<file path="config.mk">
export PLATFORM = sky130hd
export DESIGN_NAME = rbnh_alu
export DESIGN_NICKNAME = d
export VERILOG_FILES = /design/src/design/ray_box_nearest_hit_assert.svh /design/src/design/rbnh_pkg.sv /design/src/design/rbnh_alu.sv
export SDC_FILE = /design/constraint.sdc
export NUM_CORES = 1
export LEC_CHECK = 0
export ABC_AREA = 1
export BUFFER_PORTS_ARGS = -buffer_cell sky130_fd_sc_hd__buf_2
export CAP_MARGIN = 20
export CELL_PAD_IN_SITES_DETAIL_PLACEMENT = 0
export CELL_PAD_IN_SITES_GLOBAL_PLACEMENT = 2
export CORE_MARGIN = 4
export CORE_UTILIZATION = 33
export CTS_CLUSTER_DIAMETER = 30
export DETAILED_ROUTE_END_ITERATION = 6
export PLACE_DENSITY = 0.86
export SYNTH_ARGS = -nofsm -noshare
export SYNTH_HDL_FRONTEND = slang
export SYNTH_SLANG_ARGS = --single-unit
</file>
<file path="constraint.sdc">
create_clock -name aclk -period 6.1 [get_ports aclk]
set_input_delay 0.61 -clock aclk [delete_from_list [all_inputs] [get_ports aclk]]
set_output_delay 0.61 -clock aclk [all_outputs]
set_load 0.02 [all_outputs]
</file>
<file path="src/design/ray_box_nearest_hit_assert.svh">
// ============================================================================
// ray_box_nearest_hit assertion macros
// Shared concurrent assertion forms, clocked on aclk, held off during reset.
// ============================================================================
`ifndef RAY_BOX_NEAREST_HIT_ASSERT_SVH
`define RAY_BOX_NEAREST_HIT_ASSERT_SVH

// Same-cycle implication.
`define RBNH_ASSERT_IMP(lbl, ante, cons, msg) \
    lbl: assert property (@(posedge aclk) disable iff (!aresetn) (ante) |-> (cons)) \
        else $error(msg);

// Next-cycle implication.
`define RBNH_ASSERT_NXT(lbl, ante, cons, msg) \
    lbl: assert property (@(posedge aclk) disable iff (!aresetn) (ante) |=> (cons)) \
        else $error(msg);

`endif

</file>
<file path="src/design/rbnh_pkg.sv">
// ============================================================================
// rbnh_pkg
// Types, codes and constants shared by the nearest box hit modules.
// ============================================================================
package rbnh_pkg;

    localparam int RBNH_MAX_BOXES = 64;
    localparam int RBNH_FRAC_BITS = 16;

    // Far limit of a parallel axis and cutoff for a hit, in whole units.
    localparam int RBNH_SLAB_FAR_UNITS = 10000;
    localparam int RBNH_MISS_UNITS     = 10000000;

    localparam logic RBNH_OP_LOAD  = 1'b0;
    localparam logic RBNH_OP_QUERY = 1'b1;

    typedef enum logic [1:0] {
        EDGE_TOP,
        EDGE_BOTTOM,
        EDGE_LEFT,
        EDGE_RIGHT
    } rbnh_edge_t;

    typedef enum logic {
        ALU_DIV,
        ALU_MUL
    } rbnh_alu_mode_t;

    typedef struct packed {
        logic           start;
        rbnh_alu_mode_t mode;
    } rbnh_alu_ctl_t;

    typedef struct packed {
        logic busy;
        logic done;
    } rbnh_alu_sts_t;

    typedef enum logic [3:0] {
        ST_IDLE,
        ST_READ,
        ST_WAIT,
        ST_STEP,
        ST_DIV,
        ST_ORDER,
        ST_TEST,
        ST_BEST,
        ST_WRAP,
        ST_MULX_GO,
        ST_MULX,
        ST_MULY_GO,
        ST_MULY,
        ST_OUT
    } rbnh_state_t;

endpackage

</file>
<file path="src/design/rbnh_alu.sv">
// ============================================================================
// rbnh_alu
// Shared serial unit: restoring divide or shift-add multiply, one bit a cycle.
// ============================================================================
module rbnh_alu import rbnh_pkg::*; #(
    parameter  int FRAC_BITS = RBNH_FRAC_BITS,
    localparam int N_W       = 33 + FRAC_BITS
) (
    input  logic          aclk,
    input  logic          aresetn,
    input  rbnh_alu_ctl_t ctl,
    input  logic [32:0]   opa,      // divisor or multiplicand magnitude
    input  logic [N_W-1:0] opb,     // dividend or multiplier magnitude
    output rbnh_alu_sts_t sts,
    output logic [33:0]   res_hi,   // remainder or product high part
    output logic [N_W-1:0] res_lo   // quotient or product low part
);

    localparam int SW = $clog2(N_W + 1);

    logic           busy_reg, done_reg;
    logic [SW-1:0]  cnt_reg;
    rbnh_alu_mode_t mode_reg;
    logic [32:0]    a_reg;
    logic [33:0]    hi_reg, hi_next;
    logic [N_W-1:0] lo_reg, lo_next;
    logic [33:0]    trial;
    logic [34:0]    add_x, add_y, sum;
    logic           add_cin;

    // One adder serves both modes: subtract for divide, add for multiply.
    always_comb begin
        trial = {hi_reg[32:0], lo_reg[N_W-1]};
        if (mode_reg == ALU_DIV) begin
            add_x   = {1'b0, trial};
            add_y   = ~{2'b00, a_reg};
            add_cin = 1'b1;
        end else begin
            add_x   = {1'b0, hi_reg};
            add_y   = lo_reg[0] ? {2'b00, a_reg} : 35'd0;
            add_cin = 1'b0;
        end
        sum = add_x + add_y + {34'd0, add_cin};
        if (mode_reg == ALU_DIV) begin
            if (!sum[34]) begin
                hi_next = sum[33:0];
                lo_next = {lo_reg[N_W-2:0], 1'b1};
            end else begin
                hi_next = trial;
                lo_next = {lo_reg[N_W-2:0], 1'b0};
            end
        end else begin
            hi_next = sum[34:1];
            lo_next = {sum[0], lo_reg[N_W-1:1]};
        end
    end

    always_ff @(posedge aclk) begin
        if (!aresetn) begin
            busy_reg <= 1'b0;
            done_reg <= 1'b0;
            cnt_reg  <= '0;
        end else begin
            done_reg <= 1'b0;
            if (ctl.start) begin
                busy_reg <= 1'b1;
                cnt_reg  <= '0;
            end else if (busy_reg) begin
                cnt_reg <= cnt_reg + SW'(1);
                if (cnt_reg == SW'(N_W - 1)) begin
                    busy_reg <= 1'b0;
                    done_reg <= 1'b1;
                end
            end
        end
    end

    always_ff @(posedge aclk) begin
        if (ctl.start) begin
            mode_reg <= ctl.mode;
            a_reg    <= opa;
            hi_reg   <= '0;
            lo_reg   <= opb;
        end else if (busy_reg) begin
            hi_reg <= hi_next;
            lo_reg <= lo_next;
        end
    end

    assign sts.busy = busy_reg;
    assign sts.done = done_reg;
    assign res_hi   = hi_reg;
    assign res_lo   = lo_reg;

endmodule
</file>
==> results.sh, run 1 <==
export IMPL_grt_pass1_vias=9139
export IMPL_worst_path_max_fanout=55
export IMPL_power_density_nw_per_um2=268
export IMPL_yosysMostFrequentCell="nand2_1"
export IMPL_synthArstFlopShare_pct=0
export IMPL_antenna_found_initial=0
export IMPL_crit_top_cell="nand2_1"
export IMPL_finalSetupViolCount=0
export IMPL_grt_max_degree=200
export IMPL_cts_setup_buffers=0
export IMPL_fmax_ghz=0.252
export IMPL_synth_seq_cells=125
export IMPL_clk_pin_slew_ps=70
export IMPL_drive_gt1_share_pct=14.9
export IMPL_cp_arrival_ps=4130
export IMPL_htree_levels=4
export IMPL_r2r_cells=14
export IMPL_tns_ps=0
export IMPL_place_gp_congestion=0.925
export IMPL_portBuffers=170
export IMPL_wl_per_cell_um=16.4
export IMPL_synth_edf_count=83
export IMPL_r2r_start="mode_reg"
export IMPL_whs_ps=342
export IMPL_area_growth_pct=18.2
export IMPL_post_cts_resized=0
export IMPL_rsz0062_at_grt="no"
export IMPL_grt_overflow_total=0
export IMPL_hold_viol=0
export IMPL_drtAntennaViolNets=0
export IMPL_clock_latency_ps=440
export IMPL_row_count=60
export IMPL_multi_input_area_um2=4930
export IMPL_synth_avg_cell_area_um2=6.60
export IMPL_rrSetupSlack_ps=2130
export IMPL_vdd_drop_max_mv=0.187
export IMPL_ys_top_cells_by_count="459 x nand2_1, 161 x inv_1, 144 x a21oi_1"
export IMPL_yosys_area_top_type="edfxtp_1"
export IMPL_cts_buffers=17
export IMPL_leakage_nw=5.29
export IMPL_drt_iter0_drc=753
export IMPL_outcome="completed"
export IMPL_tritoncts="done"
export IMPL_initial_utilization_pct=33.8
export IMPL_cts_sinks=125
export IMPL_path_cells="inv_2 > buf_4 > o21ai_0 > ha_1 > nand2_1 > inv_1 > a21oi_1 > nand2_1 > inv_1 > nand2_1 > nand2_4 > nand3_2 > inv_2 > o21ai_0"
export IMPL_cap_viol_max_count=0
export IMPL_largest_register_ff_count=49
export IMPL_die_h_um=175
export IMPL_viasPerCell=4.90
export IMPL_skew_ps=18.8
export IMPL_ctsHoldBuffers=0
export IMPL_vias=9345
export IMPL_min_path_type="input port to flip-flop"
export IMPL_grt_first_pass_wirelength_um=49800
export IMPL_synth_top_area_share_pct=27.2
export IMPL_rr_endpoint="res_lo[0]"
export IMPL_yosysSeqAreaShare_pct=36.4
export IMPL_nFillCells=2944
export IMPL_worstHoldPathCells=1
export IMPL_dr_pass1_iters=5
export IMPL_core_area_um2=27100
export IMPL_hold_start="opa[10]"
export IMPL_layout_nets=1643
export IMPL_drv_slew=0
export IMPL_die_w_um=175
export IMPL_synth_top_flop_cell="edfxtp_1"
export IMPL_synthTopCellsByArea="edfxtp_1 27%, nand2_1 19%, dfxtp_1 9.2%"
export IMPL_synthesis_area_um2=9160
export IMPL_syn_instance_count=1388
export IMPL_totalWireLength_um=31300
export IMPL_critPathLaunchType="flip-flop"
export IMPL_yosysUniqueCellTypes=37
export IMPL_hpwl_um=22500
export IMPL_ios=171
export IMPL_antenna_cells=0
export IMPL_crit_required_ps=6260
export IMPL_clockBufferDepth=2
export IMPL_dieArea_um2=30500
export IMPL_drcViolationCount=0
export IMPL_crit_path_max_incr_delay_ps=600
export IMPL_syn_nets=1510
export IMPL_tightest_slew_ps=949
export IMPL_register_area_um2=3330
export IMPL_cp_slowest_cell="buf_4"
export IMPL_yosysWarnings=0
export IMPL_finalWorstPathRequiredPeriod_ps=3970
export IMPL_critPathCaptureType="flip-flop"
export IMPL_groute_usage_overall_pct=20.4
export IMPL_cts_root_buf="clkbuf_16"
export IMPL_worstSetupPathType="flip-flop to flip-flop"
export IMPL_min_to="a_reg[10]"
export IMPL_finalCritPeriodShare_pct=65.1
export IMPL_slew_headroom_pct=36.7
worst max path at each step:
stage	from	slack [ps]	endpoint	cells after the start
after CTS	mode_reg	2140	res_lo[0]	14
after floorplan	mode_reg	2680	res_hi[11]	19
after global routing	mode_reg	1760	res_hi[15]	17
after detailed placement	mode_reg	2160	res_lo[0]	14
after global placement	mode_reg	2260	res_lo[0]	12
final	mode_reg	2130	res_lo[0]	14
metal layers:
| layer | share of wire [%] | GRT usage, % | up-vias | wire length (um) |
|---|---|---|---|---|
| li1 | - | - | 4768 | - |
| met1 | 49 | 28.7 | 4302 | 15200 |
| met2 | 44 | 31.7 | 252 | 13900 |
| met3 | 5.8 | 4.78 | 23 | 1820 |
| met4 | 1.3 | 5.01 | 0 | 406 |
| met5 | 0 | 0 | - | 0 |
layout by cell type, fill, tap and decap left out, types with 3 or more instances in the layout:
master,synthesis,routed
nand2_1,459,459
buf_2,0,169
inv_1,161,159
a21oi_1,144,144
nor2_1,135,135
nand3_1,86,86
o21ai_0,86,86
edfxtp_1,83,83
dfxtp_1,42,41
ha_1,34,34
nand4_1,22,22
nand3b_1,18,18
clkbuf_16,0,17
xor2_1,11,11
nor3_1,8,8
buf_4,2,6
or2_2,5,5
o21bai_1,5,5
inv_2,2,4
nand2_2,4,4
nand3_2,3,3
clkinv_2,0,3
inv_6,0,3
clkinvlp_4,0,3
cell type report:
type	instances	share of cell area, %
well taps	372	4.30
clock inverters	13	1.06
multi-input cells	1035	45.5
flip-flops and latches	125	30.8
repair buffers	177	8.60
clock buffers	19	4.00
inverters	165	5.74
metrics by stage:
step           instances  area [um2]  worst slack [ps]  power [mW]  util [%]
2_1_floorplan       1388        9160              2680        1.65         -
5_1_grt             1906       10800              1760        3.09      39.9
6_report            1906       10800              2130        2.91      39.9
4_1_cts             1905       10800              2140        2.93      39.9
3_5_place_dp        1873       10300              2160        1.93      37.9
3_3_place_gp        1873       10300              2260        1.93      37.9
critical path, delay by kind of cell, from the launching register on:
family	cells	cell delay [ps]
AND/OR/NAND/NOR	5	650
AO/OA/AOI/OAI	3	520
buffers and inverters	5	1610
flip-flops	1	440
adder cells (fa/ha/maj)	1	390
cell families (layout without fill, tap and decap cells):
family | Yosys count | count (layout) | synth area share [%]
xor gates and xnor gates | 11 | 11 | 1.05
DFF | 125 | 125 | 36.4
buffers and inverters | 228 | 374 | 9.86
and+or+nand+nor | 747 | 747 | 34.1
adders and majority gates | 36 | 36 | 5.08
AOI/OAI and AO/OA | 241 | 241 | 13.5
power breakdown:
group / switching [mW] / leakage (nW) / internal (mW)
logic: 0.567 / 3.87 / 0.273
registers: 0.0801 / 1.16 / 0.995
clock network: 0.430 / 0.262 / 0.561
Power figures use the tool's default switching activity.
==> run 2, diff against run 1 <==
--- a/config.mk
+++ b/config.mk
@@ -11,10 +11,10 @@
 export CELL_PAD_IN_SITES_DETAIL_PLACEMENT = 0
 export CELL_PAD_IN_SITES_GLOBAL_PLACEMENT = 2
 export CORE_MARGIN = 4
-export CORE_UTILIZATION = 33
+export CORE_UTILIZATION = 31
 export CTS_CLUSTER_DIAMETER = 30
 export DETAILED_ROUTE_END_ITERATION = 6
-export PLACE_DENSITY = 0.86
+export PLACE_DENSITY = 0.81
 export SYNTH_ARGS = -nofsm -noshare
 export SYNTH_HDL_FRONTEND = slang
 export SYNTH_SLANG_ARGS = --single-unit
==> constraint.sdc (replaced) <==
create_clock -name aclk -period 4.11 [get_ports aclk]
set_input_delay 0.411 -clock aclk [delete_from_list [all_inputs] [get_ports aclk]]
set_output_delay 0.411 -clock aclk [all_outputs]
set_load 0.02 [all_outputs]
==> run 2 against run 1 <==
Net effect:
- final cell count up 1.1%
- die area up 6.2%
- count of clock-buffer cells in the layout unchanged
- flip-flop and latch count unchanged
- total power up 52%
- combinational power up 51%
- clock skew about the same
- cell area up 1.3%
==> results.sh, run 2 (synthesized netlist as in run 1, its figures left out) <==
export IMPL_initial_utilization_pct=31.7
export IMPL_tritoncts="done"
export IMPL_min_path_type="input port to flip-flop"
export IMPL_critPathCaptureType="flip-flop"
export IMPL_worst_path_max_fanout=15
export IMPL_die_h_um=180
export IMPL_groute_usage_overall_pct=19.6
export IMPL_finalWorstPathRequiredPeriod_ps=3480
export IMPL_ctsHoldBuffers=0
export IMPL_fmax_ghz=0.288
export IMPL_cts_sinks=125
export IMPL_finalCritPeriodShare_pct=84.6
export IMPL_cts_root_buf="clkbuf_16"
export IMPL_drive_gt1_share_pct=15.5
export IMPL_vias=9282
export IMPL_slew_headroom_pct=38.1
export IMPL_drcViolationCount=0
export IMPL_dieArea_um2=32400
export IMPL_totalWireLength_um=32500
export IMPL_layout_commonest_cell="nand2_1"
export IMPL_post_cts_resized=0
export IMPL_r2r_cells=16
export IMPL_layout_common_cells="459 x nand2_1, 169 x buf_2, 159 x inv_1"
export IMPL_crit_required_ps=4480
export IMPL_min_to="a_reg[0]"
export IMPL_clockBufferDepth=2
export IMPL_rr_endpoint="res_hi[17]"
export IMPL_drt_iter0_drc=482
export IMPL_wl_per_cell_um=16.9
export IMPL_drv_slew=0
export IMPL_portBuffers=170
export IMPL_area_growth_pct=19.7
export IMPL_place_gp_congestion=0.884
export IMPL_cts_buffers=17
export IMPL_hold_start="opa[0]"
export IMPL_r2r_start="mode_reg"
export IMPL_antenna_found_initial=2
export IMPL_cap_viol_max_count=0
export IMPL_drtAntennaViolNets=0
export IMPL_core_area_um2=28900
export IMPL_skew_ps=19.3
export IMPL_clock_latency_ps=440
export IMPL_clk_pin_slew_ps=80
export IMPL_power_density_nw_per_um2=403
export IMPL_rrSetupSlack_ps=630
export IMPL_cp_arrival_ps=3840
export IMPL_tns_ps=0
export IMPL_worstSetupPathType="flip-flop to flip-flop"
export IMPL_nFillCells=3201
export IMPL_grt_first_pass_wirelength_um=51300
export IMPL_antenna_cells=0
export IMPL_row_count=62
export IMPL_leakage_nw=5.36
export IMPL_whs_ps=142
export IMPL_hold_viol=0
export IMPL_htree_levels=4
export IMPL_worstHoldPathCells=1
export IMPL_rsz0062_at_grt="no"
export IMPL_grt_overflow_total=0
export IMPL_outcome="completed"
export IMPL_p_total_mw=4.42
export IMPL_die_w_um=180
export IMPL_layout_nets=1652
export IMPL_cts_setup_buffers=0
export IMPL_viasPerCell=4.82
export IMPL_vdd_drop_max_mv=0.273
export IMPL_finalSetupViolCount=0
export IMPL_tightest_slew_ps=929
export IMPL_critPathLaunchType="flip-flop"
export IMPL_grt_pass1_vias=9149
export IMPL_largest_register_ff_count=49
export IMPL_dr_pass1_iters=7
export IMPL_hpwl_um=23900
export IMPL_final_util_pct=37.9
export IMPL_grt_max_degree=78
export IMPL_ios=171
==> run 2: through the flow <==
stage	instances	setup slack [ps]	cell area, um2
floorplan	1388	694	9160
global placement	1894	773	10400
detailed placement	1894	672	10400
CTS	1926	640	10900
global route	1927	338	11000
finish	1927	635	11000
==> run 2: layer usage <==
metal | share of wire, % | GRT usage [%] | vias up
met5 | 0.058 | 0 | -
met4 | 1.8 | 4.97 | 4
met3 | 5.7 | 5.11 | 35
met2 | 44 | 30.5 | 220
met1 | 48 | 27.3 | 4236
li1 | - | - | 4787
==> run 2: final cells by class <==
cell class | count | area, um2 | share of cell area, %
Tap cell | 384 | 480 | 4.38
Timing Repair Buffer | 186 | 1020 | 9.34
Clock buffer | 19 | 433 | 3.95
Clock inverter | 13 | 144 | 1.31
Inverter | 165 | 622 | 5.67
Multi-Input combinational cell | 1035 | 4930 | 44.9
Sequential cell | 125 | 3330 | 30.4
==> run 2: power breakdown <==
group | leakage [nW] | switching [mW] | total, mW | internal, mW
logic | 3.92 | 0.855 | 1.27 | 0.420
clock network | 0.270 | 0.656 | 1.55 | 0.897
registers | 1.16 | 0.112 | 1.59 | 1.48
==> run 2: worst max path at each step <==
stage | from | end | slack [ps] | depth (start not counted)
detailed placement | mode_reg | res_hi[17] | 670 | 16
global route | mode_reg | res_hi[26] | 340 | 17
CTS | mode_reg | res_hi[17] | 640 | 16
finish | mode_reg | res_hi[17] | 630 | 16
global placement | mode_reg | res_hi[28] | 770 | 13
floorplan | mode_reg | res_hi[11] | 690 | 19
==> run 2: critical path, cell delays in order, from the launching register on <==
cell,delay (ps)
edfxtp_1,510
inv_2,280
o21ai_0,170
fa_1,480
fa_1,450
nand3_1,130
nand3_2,130
nand2_1,80
nand2_1,110
nand2_4,170
nand3_2,130
inv_2,300
buf_12,190
nand2_1,60
nand2_1,70
nor2_1,40
nor2_1,80
